$ cat src/ttpg_pkg.sv
// shared types, constants and helpers for the timed tone pwm generator
package ttpg_pkg;

   localparam int OPCODE_W = 2;
   localparam int FREQ_W = 16;
   localparam int MS_W = 16;
   localparam int DUTY_W = 7;
   localparam int CNT_W = 16;

   // divider operand width, holds the tick rate
   localparam int DIV_W = 32;
   localparam int DIVISOR_W = 16;

   // reciprocal scaling for the divisions by 100 and by 1000
   // scaled operands stay below 2^27, exact for the full parameter ranges
   localparam int SCALED_W = 27;
   localparam int RECIP_W = 28;
   localparam int PROD_W = SCALED_W + RECIP_W;
   localparam logic [RECIP_W-1:0] RECIP_PERCENT = 28'd10737419;
   localparam int PERCENT_SHIFT = 30;
   localparam logic [RECIP_W-1:0] RECIP_MS = 28'd137438954;
   localparam int MS_SHIFT = 37;

   localparam int QUEUE_DEPTH = 2;
   localparam int QUEUE_PTR_W = $clog2(QUEUE_DEPTH);
   localparam int QUEUE_CNT_W = $clog2(QUEUE_DEPTH + 1);

   localparam logic [OPCODE_W-1:0] OP_TICK = 2'd0;
   localparam logic [OPCODE_W-1:0] OP_BEEP = 2'd1;
   localparam logic [OPCODE_W-1:0] OP_STOP = 2'd2;

   localparam logic [DUTY_W-1:0] DUTY_RESET = 7'd50;
   localparam logic [DUTY_W-1:0] DUTY_MAX = 7'd100;
   localparam logic [MS_W-1:0] MS_MIN = 16'd1;

   localparam logic [CNT_W-1:0] TOP_RESET = 16'd999;
   localparam logic [DIVISOR_W-1:0] PERCENT_DIV = 16'd100;
   localparam logic [DIVISOR_W-1:0] MS_PER_SEC = 16'd1000;
   localparam logic [SCALED_W-1:0] ROUND_HALF = 27'd500;

   typedef enum logic [1:0] {
      CMD_TICK,
      CMD_BEEP,
      CMD_STOP,
      CMD_NOP
   } cmd_type;

   typedef struct packed {
      cmd_type            cmd;
      logic [FREQ_W-1:0]  freq;
      logic [MS_W-1:0]    ms;
      logic [DUTY_W-1:0]  duty;
   } queue_entry_type;

   typedef enum logic [2:0] {
      ST_RUN,
      ST_TOP_WAIT,
      ST_PULSE_MUL,
      ST_PULSE_DIV,
      ST_PER_MUL,
      ST_PER_DIV
   } state_type;

   typedef struct packed {
      logic                 start;
      logic [DIV_W-1:0]     dividend;
      logic [DIVISOR_W-1:0] divisor;
   } div_req_type;

   typedef struct packed {
      logic             done;
      logic [DIV_W-1:0] quotient;
   } div_rsp_type;

   function automatic logic [CNT_W-1:0] sat16(input logic [DIV_W-1:0] v);
      logic [CNT_W-1:0] r;
      r = (v > DIV_W'({CNT_W{1'b1}})) ? {CNT_W{1'b1}} : v[CNT_W-1:0];
      return r;
   endfunction

endpackage

$ cat src/ttpg_if.sv
// request and response channel interfaces
interface ttpg_req_if import ttpg_pkg::*; ();
   logic                valid;
   logic                ready;
   logic [OPCODE_W-1:0] opcode;
   logic [FREQ_W-1:0]   freq_hz;
   logic [MS_W-1:0]     duration_ms;

   modport source (output valid, output opcode, output freq_hz, output duration_ms,
                   input ready);
   modport sink (input valid, input opcode, input freq_hz, input duration_ms,
                 output ready);
endinterface

interface ttpg_rsp_if ();
   logic valid;
   logic ready;
   logic tone_out;
   logic busy_res;
   logic finished;

   modport source (output valid, output tone_out, output busy_res, output finished,
                   input ready);
   modport sink (input valid, input tone_out, input busy_res, input finished,
                 output ready);
endinterface

$ cat src/ttpg_front.sv
// front end: accepts items, clamps fields, holds the duty register, classifies
module ttpg_front import ttpg_pkg::*; #(
   parameter int unsigned FREQ_MIN = 100,
   parameter int unsigned FREQ_MAX = 10000,
   parameter int unsigned DURATION_MAX = 5000
) (
   input  logic             clock,
   input  logic             reset,
   ttpg_req_if.sink         req_bus,
   input  logic             csr_wr_en,
   input  logic [DUTY_W-1:0] csr_wr_data,
   input  logic             q_ready,
   output logic             q_push,
   output queue_entry_type  q_entry
);

   logic [DUTY_W-1:0] duty_ff;
   logic [DUTY_W-1:0] duty_in;

   always_ff @(posedge clock) begin
      if (reset) begin
         duty_ff <= DUTY_RESET;
      end else begin
         duty_ff <= duty_in;
      end
   end

   assign duty_in = csr_wr_en ? csr_wr_data : duty_ff;

   assign req_bus.ready = q_ready;
   assign q_push = req_bus.valid && q_ready;

   always_comb begin
      case (req_bus.opcode)
         OP_TICK: q_entry.cmd = CMD_TICK;
         OP_BEEP: q_entry.cmd = CMD_BEEP;
         OP_STOP: q_entry.cmd = CMD_STOP;
         default: q_entry.cmd = CMD_NOP;
      endcase

      if (req_bus.freq_hz < FREQ_W'(FREQ_MIN)) begin
         q_entry.freq = FREQ_W'(FREQ_MIN);
      end else if (req_bus.freq_hz > FREQ_W'(FREQ_MAX)) begin
         q_entry.freq = FREQ_W'(FREQ_MAX);
      end else begin
         q_entry.freq = req_bus.freq_hz;
      end

      if (req_bus.duration_ms < MS_MIN) begin
         q_entry.ms = MS_MIN;
      end else if (req_bus.duration_ms > MS_W'(DURATION_MAX)) begin
         q_entry.ms = MS_W'(DURATION_MAX);
      end else begin
         q_entry.ms = req_bus.duration_ms;
      end

      // duty above full scale acts as full scale
      q_entry.duty = (duty_ff > DUTY_MAX) ? DUTY_MAX : duty_ff;
   end

endmodule

$ cat src/ttpg_queue.sv
// short command queue between the front end and the back end
module ttpg_queue import ttpg_pkg::*; (
   input  logic            clock,
   input  logic            reset,
   input  logic            push,
   input  queue_entry_type push_entry,
   output logic            push_ready,
   input  logic            pop,
   output logic            head_valid,
   output queue_entry_type head_entry
);

   queue_entry_type          entries_ff [QUEUE_DEPTH];
   logic [QUEUE_PTR_W-1:0]   wr_ptr_ff;
   logic [QUEUE_PTR_W-1:0]   wr_ptr_in;
   logic [QUEUE_PTR_W-1:0]   rd_ptr_ff;
   logic [QUEUE_PTR_W-1:0]   rd_ptr_in;
   logic [QUEUE_CNT_W-1:0]   count_ff;
   logic [QUEUE_CNT_W-1:0]   count_in;
   logic                     do_push;
   logic                     do_pop;

   assign push_ready = count_ff != QUEUE_CNT_W'(QUEUE_DEPTH);
   assign head_valid = count_ff != '0;
   assign head_entry = entries_ff[rd_ptr_ff];
   assign do_push = push && push_ready;
   assign do_pop = pop && head_valid;

   always_comb begin
      wr_ptr_in = wr_ptr_ff;
      rd_ptr_in = rd_ptr_ff;
      count_in = count_ff;
      if (do_push) begin
         wr_ptr_in = (wr_ptr_ff == QUEUE_PTR_W'(QUEUE_DEPTH - 1)) ? '0 : wr_ptr_ff + 1'b1;
      end
      if (do_pop) begin
         rd_ptr_in = (rd_ptr_ff == QUEUE_PTR_W'(QUEUE_DEPTH - 1)) ? '0 : rd_ptr_ff + 1'b1;
      end
      if (do_push && !do_pop) begin
         count_in = count_ff + 1'b1;
      end else if (do_pop && !do_push) begin
         count_in = count_ff - 1'b1;
      end
   end

   always_ff @(posedge clock) begin
      if (reset) begin
         wr_ptr_ff <= '0;
         rd_ptr_ff <= '0;
         count_ff <= '0;
      end else begin
         wr_ptr_ff <= wr_ptr_in;
         rd_ptr_ff <= rd_ptr_in;
         count_ff <= count_in;
      end
   end

   always_ff @(posedge clock) begin
      if (do_push) begin
         entries_ff[wr_ptr_ff] <= push_entry;
      end
   end

endmodule

$ cat src/ttpg_div.sv
// restoring divider, one quotient bit per cycle
module ttpg_div import ttpg_pkg::*; (
   input  logic        clock,
   input  logic        reset,
   input  div_req_type req,
   output div_rsp_type rsp
);

   localparam int STEP_W = $clog2(DIV_W + 1);

   logic [DIVISOR_W-1:0] rem_ff;
   logic [DIVISOR_W-1:0] rem_in;
   logic [DIV_W-1:0]     quo_ff;
   logic [DIV_W-1:0]     quo_in;
   logic [DIVISOR_W-1:0] divisor_ff;
   logic [DIVISOR_W-1:0] divisor_in;
   logic [STEP_W-1:0]    steps_ff;
   logic [STEP_W-1:0]    steps_in;
   logic                 busy_ff;
   logic                 busy_in;
   logic                 done_ff;
   logic                 done_in;
   logic [DIVISOR_W:0]   shifted;
   logic [DIVISOR_W:0]   diff;

   assign shifted = {rem_ff, quo_ff[DIV_W-1]};
   assign diff = shifted - {1'b0, divisor_ff};

   always_comb begin
      rem_in = rem_ff;
      quo_in = quo_ff;
      divisor_in = divisor_ff;
      steps_in = steps_ff;
      busy_in = busy_ff;
      done_in = 1'b0;
      if (req.start) begin
         rem_in = '0;
         quo_in = req.dividend;
         divisor_in = req.divisor;
         steps_in = STEP_W'(DIV_W);
         busy_in = 1'b1;
      end else if (busy_ff) begin
         // remainder stays below the divisor, so the shifted trial fits one extra bit
         if (shifted >= {1'b0, divisor_ff}) begin
            rem_in = diff[DIVISOR_W-1:0];
            quo_in = {quo_ff[DIV_W-2:0], 1'b1};
         end else begin
            rem_in = shifted[DIVISOR_W-1:0];
            quo_in = {quo_ff[DIV_W-2:0], 1'b0};
         end
         steps_in = steps_ff - 1'b1;
         if (steps_ff == STEP_W'(1)) begin
            busy_in = 1'b0;
            done_in = 1'b1;
         end
      end
   end

   always_ff @(posedge clock) begin
      if (reset) begin
         busy_ff <= 1'b0;
         done_ff <= 1'b0;
         steps_ff <= '0;
      end else begin
         busy_ff <= busy_in;
         done_ff <= done_in;
         steps_ff <= steps_in;
      end
   end

   always_ff @(posedge clock) begin
      rem_ff <= rem_in;
      quo_ff <= quo_in;
      divisor_ff <= divisor_in;
   end

   assign rsp.done = done_ff;
   assign rsp.quotient = quo_ff;

endmodule

$ cat src/ttpg_back.sv
// back end: runs the tone counters, sequences beep setup
module ttpg_back import ttpg_pkg::*; #(
   parameter int unsigned TICK_HZ = 1000000
) (
   input  logic            clock,
   input  logic            reset,
   input  logic            head_valid,
   input  queue_entry_type head_entry,
   output logic            pop,
   ttpg_rsp_if.source      rsp_bus
);

   state_type            state_ff, state_in;
   logic [CNT_W-1:0]     period_top_ff, period_top_in;
   logic [CNT_W-1:0]     pulse_width_ff, pulse_width_in;
   logic [CNT_W-1:0]     tick_count_ff, tick_count_in;
   logic [CNT_W-1:0]     periods_left_ff, periods_left_in;
   logic                 running_ff, running_in;
   logic [FREQ_W-1:0]    freq_ff, freq_in;
   logic [MS_W-1:0]      ms_ff, ms_in;
   logic [DUTY_W-1:0]    duty_ff, duty_in;
   logic [DIV_W-1:0]     dividend_ff, dividend_in;
   logic [DIVISOR_W-1:0] divisor_ff, divisor_in;
   logic [SCALED_W-1:0]  scaled_ff, scaled_in;
   logic                 div_start_ff, div_start_in;
   logic                 out_valid_ff, out_valid_in;
   logic                 out_tone_ff, out_tone_in;
   logic                 out_busy_ff, out_busy_in;
   logic                 out_fin_ff, out_fin_in;

   logic                 out_free;
   logic [CNT_W-1:0]     left_dec;
   logic [CNT_W:0]       top_plus;
   logic [RECIP_W-1:0]   recip;
   logic [PROD_W-1:0]    recip_prod;
   logic [PROD_W-PERCENT_SHIFT-1:0] pulse_quo;
   logic [PROD_W-MS_SHIFT-1:0]      per_quo;
   div_req_type          div_req;
   div_rsp_type          div_rsp;

   ttpg_div u_div (
      .clock (clock),
      .reset (reset),
      .req   (div_req),
      .rsp   (div_rsp)
   );

   assign div_req.start = div_start_ff;
   assign div_req.dividend = dividend_ff;
   assign div_req.divisor = divisor_ff;

   assign out_free = !out_valid_ff || rsp_bus.ready;
   assign left_dec = (periods_left_ff != '0) ? periods_left_ff - 1'b1 : '0;
   assign top_plus = {1'b0, period_top_ff} + 1'b1;

   // one multiplier serves both constant divisions
   assign recip = (state_ff == ST_PER_DIV) ? RECIP_MS : RECIP_PERCENT;
   assign recip_prod = {{RECIP_W{1'b0}}, scaled_ff} * {{SCALED_W{1'b0}}, recip};
   assign pulse_quo = recip_prod[PROD_W-1:PERCENT_SHIFT];
   assign per_quo = recip_prod[PROD_W-1:MS_SHIFT];

   always_comb begin
      state_in = state_ff;
      period_top_in = period_top_ff;
      pulse_width_in = pulse_width_ff;
      tick_count_in = tick_count_ff;
      periods_left_in = periods_left_ff;
      running_in = running_ff;
      freq_in = freq_ff;
      ms_in = ms_ff;
      duty_in = duty_ff;
      dividend_in = dividend_ff;
      divisor_in = divisor_ff;
      scaled_in = scaled_ff;
      div_start_in = 1'b0;
      out_valid_in = out_valid_ff && !rsp_bus.ready;
      out_tone_in = out_tone_ff;
      out_busy_in = out_busy_ff;
      out_fin_in = out_fin_ff;
      pop = 1'b0;

      case (state_ff)
         ST_RUN: begin
            if (head_valid && out_free) begin
               pop = 1'b1;
               case (head_entry.cmd)
                  CMD_TICK: begin
                     out_valid_in = 1'b1;
                     out_tone_in = 1'b0;
                     out_fin_in = 1'b0;
                     if (running_ff) begin
                        out_tone_in = tick_count_ff < pulse_width_ff;
                        if (tick_count_ff >= period_top_ff) begin
                           tick_count_in = '0;
                           periods_left_in = left_dec;
                           if (left_dec == '0) begin
                              // last period ends: output forced low
                              running_in = 1'b0;
                              out_tone_in = 1'b0;
                              out_fin_in = 1'b1;
                           end
                        end else begin
                           tick_count_in = tick_count_ff + 1'b1;
                        end
                     end
                     out_busy_in = running_in;
                  end
                  CMD_BEEP: begin
                     freq_in = head_entry.freq;
                     ms_in = head_entry.ms;
                     duty_in = head_entry.duty;
                     dividend_in = DIV_W'(TICK_HZ);
                     divisor_in = head_entry.freq;
                     div_start_in = 1'b1;
                     state_in = ST_TOP_WAIT;
                  end
                  CMD_STOP: begin
                     running_in = 1'b0;
                     periods_left_in = '0;
                     out_valid_in = 1'b1;
                     out_tone_in = 1'b0;
                     out_busy_in = 1'b0;
                     out_fin_in = 1'b0;
                  end
                  default: begin
                     out_valid_in = 1'b1;
                     out_tone_in = 1'b0;
                     out_busy_in = running_ff;
                     out_fin_in = 1'b0;
                  end
               endcase
            end
         end
         ST_TOP_WAIT: begin
            if (div_rsp.done) begin
               period_top_in = (div_rsp.quotient == '0) ? '0 :
                               sat16(div_rsp.quotient - 1'b1);
               state_in = ST_PULSE_MUL;
            end
         end
         ST_PULSE_MUL: begin
            scaled_in = {{(SCALED_W-CNT_W-1){1'b0}}, top_plus} *
                        {{(SCALED_W-DUTY_W){1'b0}}, duty_ff};
            state_in = ST_PULSE_DIV;
         end
         ST_PULSE_DIV: begin
            pulse_width_in = sat16(DIV_W'(pulse_quo));
            state_in = ST_PER_MUL;
         end
         ST_PER_MUL: begin
            // rounded period count: (f * ms + 500) / 1000
            scaled_in = {{(SCALED_W-FREQ_W){1'b0}}, freq_ff} *
                        {{(SCALED_W-MS_W){1'b0}}, ms_ff} + ROUND_HALF;
            state_in = ST_PER_DIV;
         end
         ST_PER_DIV: begin
            periods_left_in = (per_quo == '0) ? CNT_W'(1) : sat16(DIV_W'(per_quo));
            tick_count_in = '0;
            running_in = 1'b1;
            out_valid_in = 1'b1;
            out_tone_in = 1'b0;
            out_busy_in = 1'b1;
            out_fin_in = 1'b0;
            state_in = ST_RUN;
         end
         default: begin
            state_in = ST_RUN;
         end
      endcase
   end

   always_ff @(posedge clock) begin
      if (reset) begin
         state_ff <= ST_RUN;
         period_top_ff <= TOP_RESET;
         pulse_width_ff <= '0;
         tick_count_ff <= '0;
         periods_left_ff <= '0;
         running_ff <= 1'b0;
         div_start_ff <= 1'b0;
         out_valid_ff <= 1'b0;
      end else begin
         state_ff <= state_in;
         period_top_ff <= period_top_in;
         pulse_width_ff <= pulse_width_in;
         tick_count_ff <= tick_count_in;
         periods_left_ff <= periods_left_in;
         running_ff <= running_in;
         div_start_ff <= div_start_in;
         out_valid_ff <= out_valid_in;
      end
   end

   always_ff @(posedge clock) begin
      freq_ff <= freq_in;
      ms_ff <= ms_in;
      duty_ff <= duty_in;
      dividend_ff <= dividend_in;
      divisor_ff <= divisor_in;
      scaled_ff <= scaled_in;
      out_tone_ff <= out_tone_in;
      out_busy_ff <= out_busy_in;
      out_fin_ff <= out_fin_in;
   end

   assign rsp_bus.valid = out_valid_ff;
   assign rsp_bus.tone_out = out_tone_ff;
   assign rsp_bus.busy_res = out_busy_ff;
   assign rsp_bus.finished = out_fin_ff;

   a_run_has_periods: assert property (@(posedge clock) disable iff (reset)
      running_ff |-> periods_left_ff != '0)
      else $error("tone running with no periods left");

   a_fin_not_busy: assert property (@(posedge clock) disable iff (reset)
      (out_valid_ff && out_fin_ff) |-> (!out_busy_ff && !out_tone_ff))
      else $error("finished result still busy or high");

   a_tone_needs_busy: assert property (@(posedge clock) disable iff (reset)
      (out_valid_ff && out_tone_ff) |-> out_busy_ff)
      else $error("tone high on a silent result");

   a_no_pop_in_setup: assert property (@(posedge clock) disable iff (reset)
      (state_ff != ST_RUN) |-> !pop)
      else $error("queue popped during beep setup");

   a_setup_result_slot: assert property (@(posedge clock) disable iff (reset)
      (state_ff == ST_PER_DIV) |-> !out_valid_ff)
      else $error("result slot occupied during beep setup");

endmodule

$ cat src/timed_tone_pwm_generator_top.sv
// top level of the timed tone pwm generator
//
// req_bus carries items: opcode 0 is one timer tick, 1 starts a beep with
// freq_hz and duration_ms, 2 stops the tone, 3 is ignored. every item
// gives exactly one result on rsp_bus: tone_out, busy_res, finished.
// csr_wr_en/csr_wr_data write duty_percent, which a beep samples.
//
// items go through a two-entry queue into the back end, so req_bus keeps
// taking items while a result waits on a stalled receiver.
// ticks, stops and ignored items are each handled in the run state, so a
// tick stream runs at one item per cycle while rsp_bus.ready stays high;
// a result reaches rsp_bus through the queue and then the result register.
// a beep holds the back end for one 32-step pass of the serial divider
// for the period top, then a multiply and a reciprocal multiply each for
// the pulse width and the period count.
// when rsp_bus.ready is low the result register holds, the queue fills,
// then req_bus.ready drops.
// reset (synchronous, active high) empties the queue, silences the tone,
// sets period top to 999 and duty to 50 percent.
module timed_tone_pwm_generator_top import ttpg_pkg::*; #(
   parameter int unsigned TICK_HZ = 1000000,
   parameter int unsigned FREQ_MIN = 100,
   parameter int unsigned FREQ_MAX = 10000,
   parameter int unsigned DURATION_MAX = 5000
) (
   input  logic              clock,
   input  logic              reset,
   ttpg_req_if.sink          req_bus,
   ttpg_rsp_if.source        rsp_bus,
   input  logic              csr_wr_en,
   input  logic [DUTY_W-1:0] csr_wr_data
);

   logic            q_push;
   logic            q_ready;
   queue_entry_type q_entry;
   logic            head_valid;
   queue_entry_type head_entry;
   logic            pop;

   ttpg_front #(
      .FREQ_MIN     (FREQ_MIN),
      .FREQ_MAX     (FREQ_MAX),
      .DURATION_MAX (DURATION_MAX)
   ) u_front (
      .clock       (clock),
      .reset       (reset),
      .req_bus     (req_bus),
      .csr_wr_en   (csr_wr_en),
      .csr_wr_data (csr_wr_data),
      .q_ready     (q_ready),
      .q_push      (q_push),
      .q_entry     (q_entry)
   );

   ttpg_queue u_queue (
      .clock      (clock),
      .reset      (reset),
      .push       (q_push),
      .push_entry (q_entry),
      .push_ready (q_ready),
      .pop        (pop),
      .head_valid (head_valid),
      .head_entry (head_entry)
   );

   ttpg_back #(
      .TICK_HZ (TICK_HZ)
   ) u_back (
      .clock      (clock),
      .reset      (reset),
      .head_valid (head_valid),
      .head_entry (head_entry),
      .pop        (pop),
      .rsp_bus    (rsp_bus)
   );

endmodule

$ cat src/flat_wrapper.sv
// flat-port wrapper written by rule: the top's interface ports become plain ports
module timed_tone_pwm_generator_top_flat import ttpg_pkg::*;
#(
   parameter int unsigned TICK_HZ = 1000000,
   parameter int unsigned FREQ_MIN = 100,
   parameter int unsigned FREQ_MAX = 10000,
   parameter int unsigned DURATION_MAX = 5000
)
  (clock, reset, csr_wr_en, csr_wr_data, req_bus_valid, req_bus_opcode, req_bus_freq_hz, req_bus_duration_ms, req_bus_ready, rsp_bus_valid, rsp_bus_tone_out, rsp_bus_busy_res, rsp_bus_finished, rsp_bus_ready);
  ttpg_req_if req_bus_i ();
  ttpg_rsp_if rsp_bus_i ();
  input  logic clock;
  input  logic reset;
  input  logic csr_wr_en;
  input  logic [DUTY_W-1:0] csr_wr_data;
  input wire logic [$bits(req_bus_i.valid)-1:0] req_bus_valid;
  input wire logic [$bits(req_bus_i.opcode)-1:0] req_bus_opcode;
  input wire logic [$bits(req_bus_i.freq_hz)-1:0] req_bus_freq_hz;
  input wire logic [$bits(req_bus_i.duration_ms)-1:0] req_bus_duration_ms;
  output wire logic [$bits(req_bus_i.ready)-1:0] req_bus_ready;
  output wire logic [$bits(rsp_bus_i.valid)-1:0] rsp_bus_valid;
  output wire logic [$bits(rsp_bus_i.tone_out)-1:0] rsp_bus_tone_out;
  output wire logic [$bits(rsp_bus_i.busy_res)-1:0] rsp_bus_busy_res;
  output wire logic [$bits(rsp_bus_i.finished)-1:0] rsp_bus_finished;
  input wire logic [$bits(rsp_bus_i.ready)-1:0] rsp_bus_ready;
  assign req_bus_i.valid = req_bus_valid;
  assign req_bus_i.opcode = req_bus_opcode;
  assign req_bus_i.freq_hz = req_bus_freq_hz;
  assign req_bus_i.duration_ms = req_bus_duration_ms;
  assign req_bus_ready = req_bus_i.ready;
  assign rsp_bus_valid = rsp_bus_i.valid;
  assign rsp_bus_tone_out = rsp_bus_i.tone_out;
  assign rsp_bus_busy_res = rsp_bus_i.busy_res;
  assign rsp_bus_finished = rsp_bus_i.finished;
  assign rsp_bus_i.ready = rsp_bus_ready;
  timed_tone_pwm_generator_top #(.TICK_HZ(TICK_HZ), .FREQ_MIN(FREQ_MIN), .FREQ_MAX(FREQ_MAX), .DURATION_MAX(DURATION_MAX)) u_core (.clock(clock), .reset(reset), .req_bus(req_bus_i), .rsp_bus(rsp_bus_i), .csr_wr_en(csr_wr_en), .csr_wr_data(csr_wr_data));
endmodule
$ cat config.mk
export PLATFORM = sky130hd
export DESIGN_NAME = timed_tone_pwm_generator_top_flat
export DESIGN_NICKNAME = d
export VERILOG_FILES = /design/src/ttpg_pkg.sv /design/src/ttpg_if.sv /design/src/ttpg_front.sv /design/src/ttpg_queue.sv /design/src/ttpg_div.sv /design/src/ttpg_back.sv /design/src/timed_tone_pwm_generator_top.sv /design/src/flat_wrapper.sv
export SDC_FILE = /design/constraint.sdc
export NUM_CORES = 2
export LEC_CHECK = 0
export BUFFER_PORTS_ARGS = -buffer_cell sky130_fd_sc_hd__buf_2
export CAP_MARGIN = 30
export CORE_ASPECT_RATIO = 0.5
export CORE_MARGIN = 5
export CORE_UTILIZATION = 55
export CTS_BUF_LIST = sky130_fd_sc_hd__clkbuf_16
export DETAILED_ROUTE_END_ITERATION = 8
export PLACE_DENSITY = 0.72
export SLEW_MARGIN = 20
export SYNTH_ARGS = -nofsm -noshare
export SYNTH_HDL_FRONTEND = slang
export SYNTH_SLANG_ARGS = --single-unit
$ cat constraint.sdc
create_clock -name clock -period 9.1 [get_ports clock]
set_input_delay 0.455 -clock clock [delete_from_list [all_inputs] [get_ports clock]]
set_output_delay 0.455 -clock clock [all_outputs]
set_load 0.005 [all_outputs]
Word-level counts from Yosys, hierarchy flattened
Memories as Yosys holds them, arrays and structs flattened. A register that Yosys moved wholly into a read port is not among the register bits.
Index checks and enable logic that the tools add are counted.

storage, ports and cells
  bits in latches = 0
  output and inout port bits = 5
  RAM bits = 82
  bits of input ports = 46
  memories kept = 1
  bits in read-only memories = 0
  bits in registers = 222
  word-level logic and storage cells = 181

memories
  name                       words  bits a word  read ports  clocked after Yosys merged registers in  write ports  RTL line          text
  u_core.u_queue.entries_ff  2      41           1           1                                        1            ttpg_queue.sv:13  queue_entry_type entries_ff [QUEUE_DEPTH];

operators by class
  bitwise logic cells = 3
  multiplexer cells = 72
  equality and inequality tests = 20
  multipliers = 3
  shifts and indexed selects = 0
  add/sub/neg operators = 11
  magnitude comparators = 11
  divide/modulo/power cells = 0
  reduce and logical (&&, ||, !) cells = 34

operators with widths
  operator                                                                           number
  16-bit 2-to-1 mux                                                                  18
  16-bit case mux with 2 select lines                                                3
  27-bit by 28-bit multiplier with 55-bit output                                     1
  27-bit case mux with 2 select lines                                                1
  32-bit by 16-bit greater-than comparator with 1-bit output, second input constant  1
  32-bit zero test                                                                   1
  32-bit 2-to-1 mux                                                                  1
  32-bit by 1-bit subtractor with 32-bit output, second input constant               1
  1-bit 2-to-1 mux                                                                   29
  28-bit 2-to-1 mux                                                                  1
  27-bit by 9-bit adder with 27-bit output, second input constant                    1
  16-bit by 16-bit multiplier with 27-bit output                                     1
  25-bit by 16-bit greater-than comparator with 1-bit output, second input constant  1
  17-bit by 7-bit multiplier with 24-bit output                                      1
  18-bit by 16-bit greater-than comparator with 1-bit output, second input constant  1
  18-bit zero test                                                                   1
  16-bit by 1-bit adder with 17-bit output, second input constant                    1
  17-bit by 16-bit >= comparator with 1-bit output                                   1
  16-bit by 1-bit adder with 16-bit output, second input constant                    1
  16-bit >= comparator                                                               1
  16-bit by 13-bit greater-than comparator with 1-bit output, second input constant  1
  16-bit by 14-bit greater-than comparator with 1-bit output, second input constant  1
  16-bit zero test                                                                   1
  16-bit by 1-bit less-than comparator with 1-bit output, second input constant      1
  other kinds (41)                                                                   83

Longest topological paths before layout
  word-level depth = 9
  depth in mapped cells = 32
  depth with buffers taken out = 27

By module
A second synthesis with hierarchy kept.

unflattened totals
  cell total of the unflattened synthesis = 4355
  area, all modules = 42064.1 sq um

by module, submodules not included
  module      area an instance (sq um)  cells an instance  seq. area each (sq um)  times used
  ttpg_back   34376.7                   3763               3473.3                  1
  ttpg_div    3757.4                    333                1921.8                  1
  ttpg_queue  3171.8                    152                2562.5                  1
  ttpg_front  758.2                     107                140.1                   1

Worst setup path before layout
No wires, ideal clock.

  path kind = flip-flop to flip-flop
  start point = register u_core.u_back.state_ff[1]
  end point = register u_core.u_back.pulse_width_ff[0]
  data arrival time = 8.136 ns
  buffers on the path = 5
  slack = 0.827 ns
  setup time = 0.137 ns
  period minus slack after synthesis = 8.273 ns
  required time = 8.963 ns
  cell stages (with the launch flop) = 28
  cells stage by stage = dfxtp_1 clkbuf_1 nand3b_1 clkbuf_1 clkbuf_1 nand2_1 fa_1 inv_1 fa_1 fa_1 fa_1 fa_1 fa_1 inv_1 fa_1 inv_1 ha_1 clkbuf_1 nand4_1 or3_1 nor3_2 a32oi_1 a2111o_1 and3_4 nand4bb_4 nor3_4 buf_6 a31oi_1

on the way
  word-level cells in the longest chain between the ends = 5
  elaborated cells on any way between the ends = 6
  classes of those cells = mul (1); order compare (1); eq/ne (2); mux (2)

RTL lines
  element                                                     RTL line          text
  from (decl)                                                 ttpg_back.sv:13   state_type state_ff, state_in;
  from (signal assigned)                                      ttpg_back.sv:183  state_ff <= state_in;
  3-bit == test                                               ttpg_back.sv:57   assign recip = (state_ff == ST_PER_DIV) ? RECIP_MS : RECIP_PERCENT;
  28-bit 2-to-1 mux                                           ttpg_back.sv:57
  27-bit by 28-bit multiplier with 55-bit output              ttpg_back.sv:58   assign recip_prod = {{RECIP_W{1'b0}}, scaled_ff} * {{SCALED_W{1'b0}}, recip};
  25-bit by 16-bit greater-than comparator with 1-bit output  ttpg_pkg.sv:77    r = (v > DIV_W'({CNT_W{1'b1}})) ? {CNT_W{1'b1}} : v[CNT_W-1:0];
  16-bit 2-to-1 mux                                           ttpg_pkg.sv:77
  to (signal assigned)                                        ttpg_back.sv:185  pulse_width_ff <= pulse_width_in;
  to (decl)                                                   ttpg_back.sv:15   logic [CNT_W-1:0] pulse_width_ff, pulse_width_in;

Parallel ways exist; a longest one is shown, timed or not.
A chain may end at the register's enable or synchronous reset.

Final worst setup path
  start point = register u_core.u_back.state_ff[0]
  end point = register u_core.u_back.pulse_width_ff[4]

Same word-level chain as after synthesis.

==> flow_metrics.env <==
export IMPL_outcome="complete, no violations"
export IMPL_slowest_delay_ns=0.61
export IMPL_finish_utilization_pct=58.80
export IMPL_antennaDiodeCount=0
export IMPL_final_setup_viol_count=0
export IMPL_fin_skew_ns=0.01616
export IMPL_async_flop_share_pct=0
export IMPL_netlist_area_leader_share_pct=30.43
export IMPL_grt_pass1_vias=31760
export IMPL_top_regs="u_core.u_queue.entries_ff (82), u_core.u_back.u_div.quo_ff (32), u_core.u_back.scaled_ff (27)"
export IMPL_ios=51
export IMPL_synth_area_per_cell_um2=9.452
export IMPL_setup_tns_ns=0
export IMPL_cts_clk_slew_worst_paths_ns=0.07
export IMPL_ctsLongestPathBuffers=3
export IMPL_die_area_mm2=0.08251
export IMPL_synth_ff_type="edfxtp_1"
export IMPL_powerDensity_mw_per_mm2=360.2
export IMPL_syn_cell_area_mm2=0.04210
export IMPL_synth_seq_cells=305
export IMPL_timing_final_crit_share_pct=94.50
export IMPL_antenna_found_initial=1
export IMPL_num_vias=30190
export IMPL_critPathMaxFanout=19
export IMPL_wl_per_cell_um=18.88
export IMPL_htreeDepth=1
export IMPL_largest_register_ffs=82
export IMPL_cp_start_kind="flip-flop"
export IMPL_rows=71
export IMPL_place_congestion=0.9897
export IMPL_yosysSeqAreaShare_pct=19.23
export IMPL_synth_cell_type_count=76
export IMPL_cp_end_kind="flip-flop"
export IMPL_leakagePower_nw=21.64
export IMPL_io_buffers=50
export IMPL_clk_latency_ns=0.59
export IMPL_ir_drop_v=0.0009616
export IMPL_slew_headroom_pct=35.91
export IMPL_overflow=0
export IMPL_grt_pass1_wl_mm=169.1
export IMPL_dieWidth_um=401.3
export IMPL_hold_viol_final=0
export IMPL_synth_edf_count=199
export IMPL_track_usage_pct=25.67
export IMPL_criticalPathCategory="reg -> reg"
export IMPL_yosys_top_cells_area="fa_1 30%, ha_1 15%, edfxtp_1 14%, inv_1 9.0%, dfxtp_1 5.0%"
export IMPL_drv_slew=0
export IMPL_tightest_slew_ns=0.9578
export IMPL_syn_inst=4454
export IMPL_drt_iter0_markers=1979
export IMPL_ant_nets=0
export IMPL_nets=5626
export IMPL_crit_slowest_cell="or4_4"
export IMPL_initial_core_util_pct=55.75
export IMPL_avgViaCountPerCell=5.502
export IMPL_yosysWarnings=0
export IMPL_drcViolationCount=0
export IMPL_firstDrtPassIters=6
export IMPL_dp_hpwl_mm=86.20
export IMPL_numCtsBuffers=31
export IMPL_die_height_um=205.6
export IMPL_core_mm2=0.07551
export IMPL_cap_violations=0
export IMPL_layout_drive_gt1_share_pct=4.972
export IMPL_root_buffer="clkbuf_16"
export IMPL_hold_path_class="in -> reg"
export IMPL_syn2layout_area_growth_pct=5.463
export IMPL_required_ns=9.52
export IMPL_fin_crit_ns=8.599
export IMPL_regMostFlops="u_core.u_queue.entries_ff"
export IMPL_clock_sinks=305
export IMPL_rsz0062_at_grt="no"
export IMPL_cts_tree="done"
export IMPL_drt_total_wl_mm=103.6
export IMPL_crit_arrival_ns=9.02
export IMPL_grt_max_degree=71
export IMPL_fmax_ghz=0.1163
export IMPL_yosysTopAreaCell="fa_1"
final timing paths:
path | to | cells past startpoint | slack, ns | from
max | u_core.u_back.pulse_width_ff[4] | 28 | 0.50 | u_core.u_back.state_ff[0]
min | u_core.u_queue.entries_ff[1][40] | 1 | 0.07 | req_bus_opcode[1]
max reg2reg | u_core.u_back.pulse_width_ff[4] | 28 | 0.50 | u_core.u_back.state_ff[0]
min reg2reg | u_core.u_back.u_div.steps_ff[0] | 2 | 0.50 | u_core.u_back.u_div.steps_ff[0]
cell usage after synthesis, types with 11 or more instances:
cell type     n
inv_1      1004
fa_1        640
ha_1        499
nand2_1     452
nor2_1      205
edfxtp_1    199
a21oi_1     176
clkbuf_1    137
and2_1      125
o21ai_0     108
dfxtp_1     106
xnor2_1      76
nor3_1       62
xor2_1       61
a21o_1       51
nand3_1      49
nor2b_1      46
mux2_2       44
nand4_1      36
a211oi_1     34
a31oi_1      30
or2_2        22
nand2b_1     21
or3_1        21
nor4_1       19
o211ai_1     17
o21bai_1     17
and3_1       14
o21a_1       14
o31ai_1      14
a211o_1      11
a221oi_1     11
buf_1        11
mux2i_1      11
per-stage QoR:
step | hold WS (ns) | area (um^2) | power (mW) | instances | setup WS, ns
after global placement | 0.4644 | 43420 | 14.45 | 5429 | 0.6431
after CTS | 0.04237 | 44390 | 16.08 | 5486 | 0.4407
after global routing | 0.04960 | 44400 | 17.89 | 5487 | 0.01734
final | 0.06841 | 44400 | 15.99 | 5487 | 0.5007
after detailed placement | 0.4904 | 43420 | 14.75 | 5429 | 0.4911
after floorplan | 0.4536 | 42170 | 11.94 | 4474 | 0.8270
where the power goes:
part           leakage (nW)  switching, mW  internal (mW)
logic                  18.5           7.20           5.53
clock network         0.488          0.559          0.668
registers              2.66          0.253           1.79
total                  21.6           8.01           7.98
cells by family (layout without fill, tap and decap cells):
| kind of cell | count (synthesis) | count (layout) | synth area share (%) |
|---|---|---|---|
| AND/OR/NAND/NOR | 1114 | 1114 | 12.62 |
| buffers and inverters | 1155 | 1146 | 10.32 |
| flip-flops | 305 | 305 | 19.24 |
| other | 2 | 22 | 0.01784 |
| AO/OA/AOI/OAI | 547 | 547 | 8.250 |
| adder cells (fa/ha/maj) | 1139 | 1139 | 45.26 |
| multiplexers | 55 | 55 | 1.438 |
| XOR/XNOR | 137 | 137 | 2.850 |
layer usage:
layer | share of wire [%] | vias up | routed length, um | GRT usage [%]
met5 | 0 | - | 0 | 0
met4 | 2.8 | 0 | 2875 | 6.359
met3 | 7.0 | 153 | 7201 | 4.239
met2 | 47 | 892 | 48460 | 43.41
met1 | 43 | 15020 | 45060 | 34.91
li1 | - | 14130 | - | -
cell usage in the layout (no fill, tap or decap), drive strengths merged, types with 51 or more instances in the layout:
cell / Yosys / final
and2: 125 / 125
nor3: 64 / 64
ha: 499 / 499
a21o: 51 / 51
edfxtp: 199 / 199
dfxtp: 106 / 106
buf: 14 / 85
a21oi: 176 / 176
nor2: 205 / 205
inv: 1004 / 1011
xnor2: 76 / 76
fa: 640 / 640
o21ai: 110 / 110
nand2: 452 / 452
xor2: 61 / 61
critical path, delay by kind of cell (launching register included):
family                     cells  cell delay (ns)
AOI/OAI and AO/OA              3             0.86
buffers and inverters          9             0.96
adders and majority gates      8             3.99
DFF                            1             0.54
and+or+nand+nor                8             2.06
repair_timing:
item	CTS	global route
gates resized for setup	0	1
hold buffers	0	0
setup buffers	0	0
endpoints found under the setup margin	0	1
layout make-up:
cell class              instances  area (um^2)
inverters                    1004         3769
multi-input cells            3014        29760
flip-flops and latches        305         8100
well taps                    1022         1279
clock inverters                25        166.4
fillers                      6522        31110
clock buffers                  32        800.8
repair buffers                 85        525.5
Power figures use the tool's default switching activity.
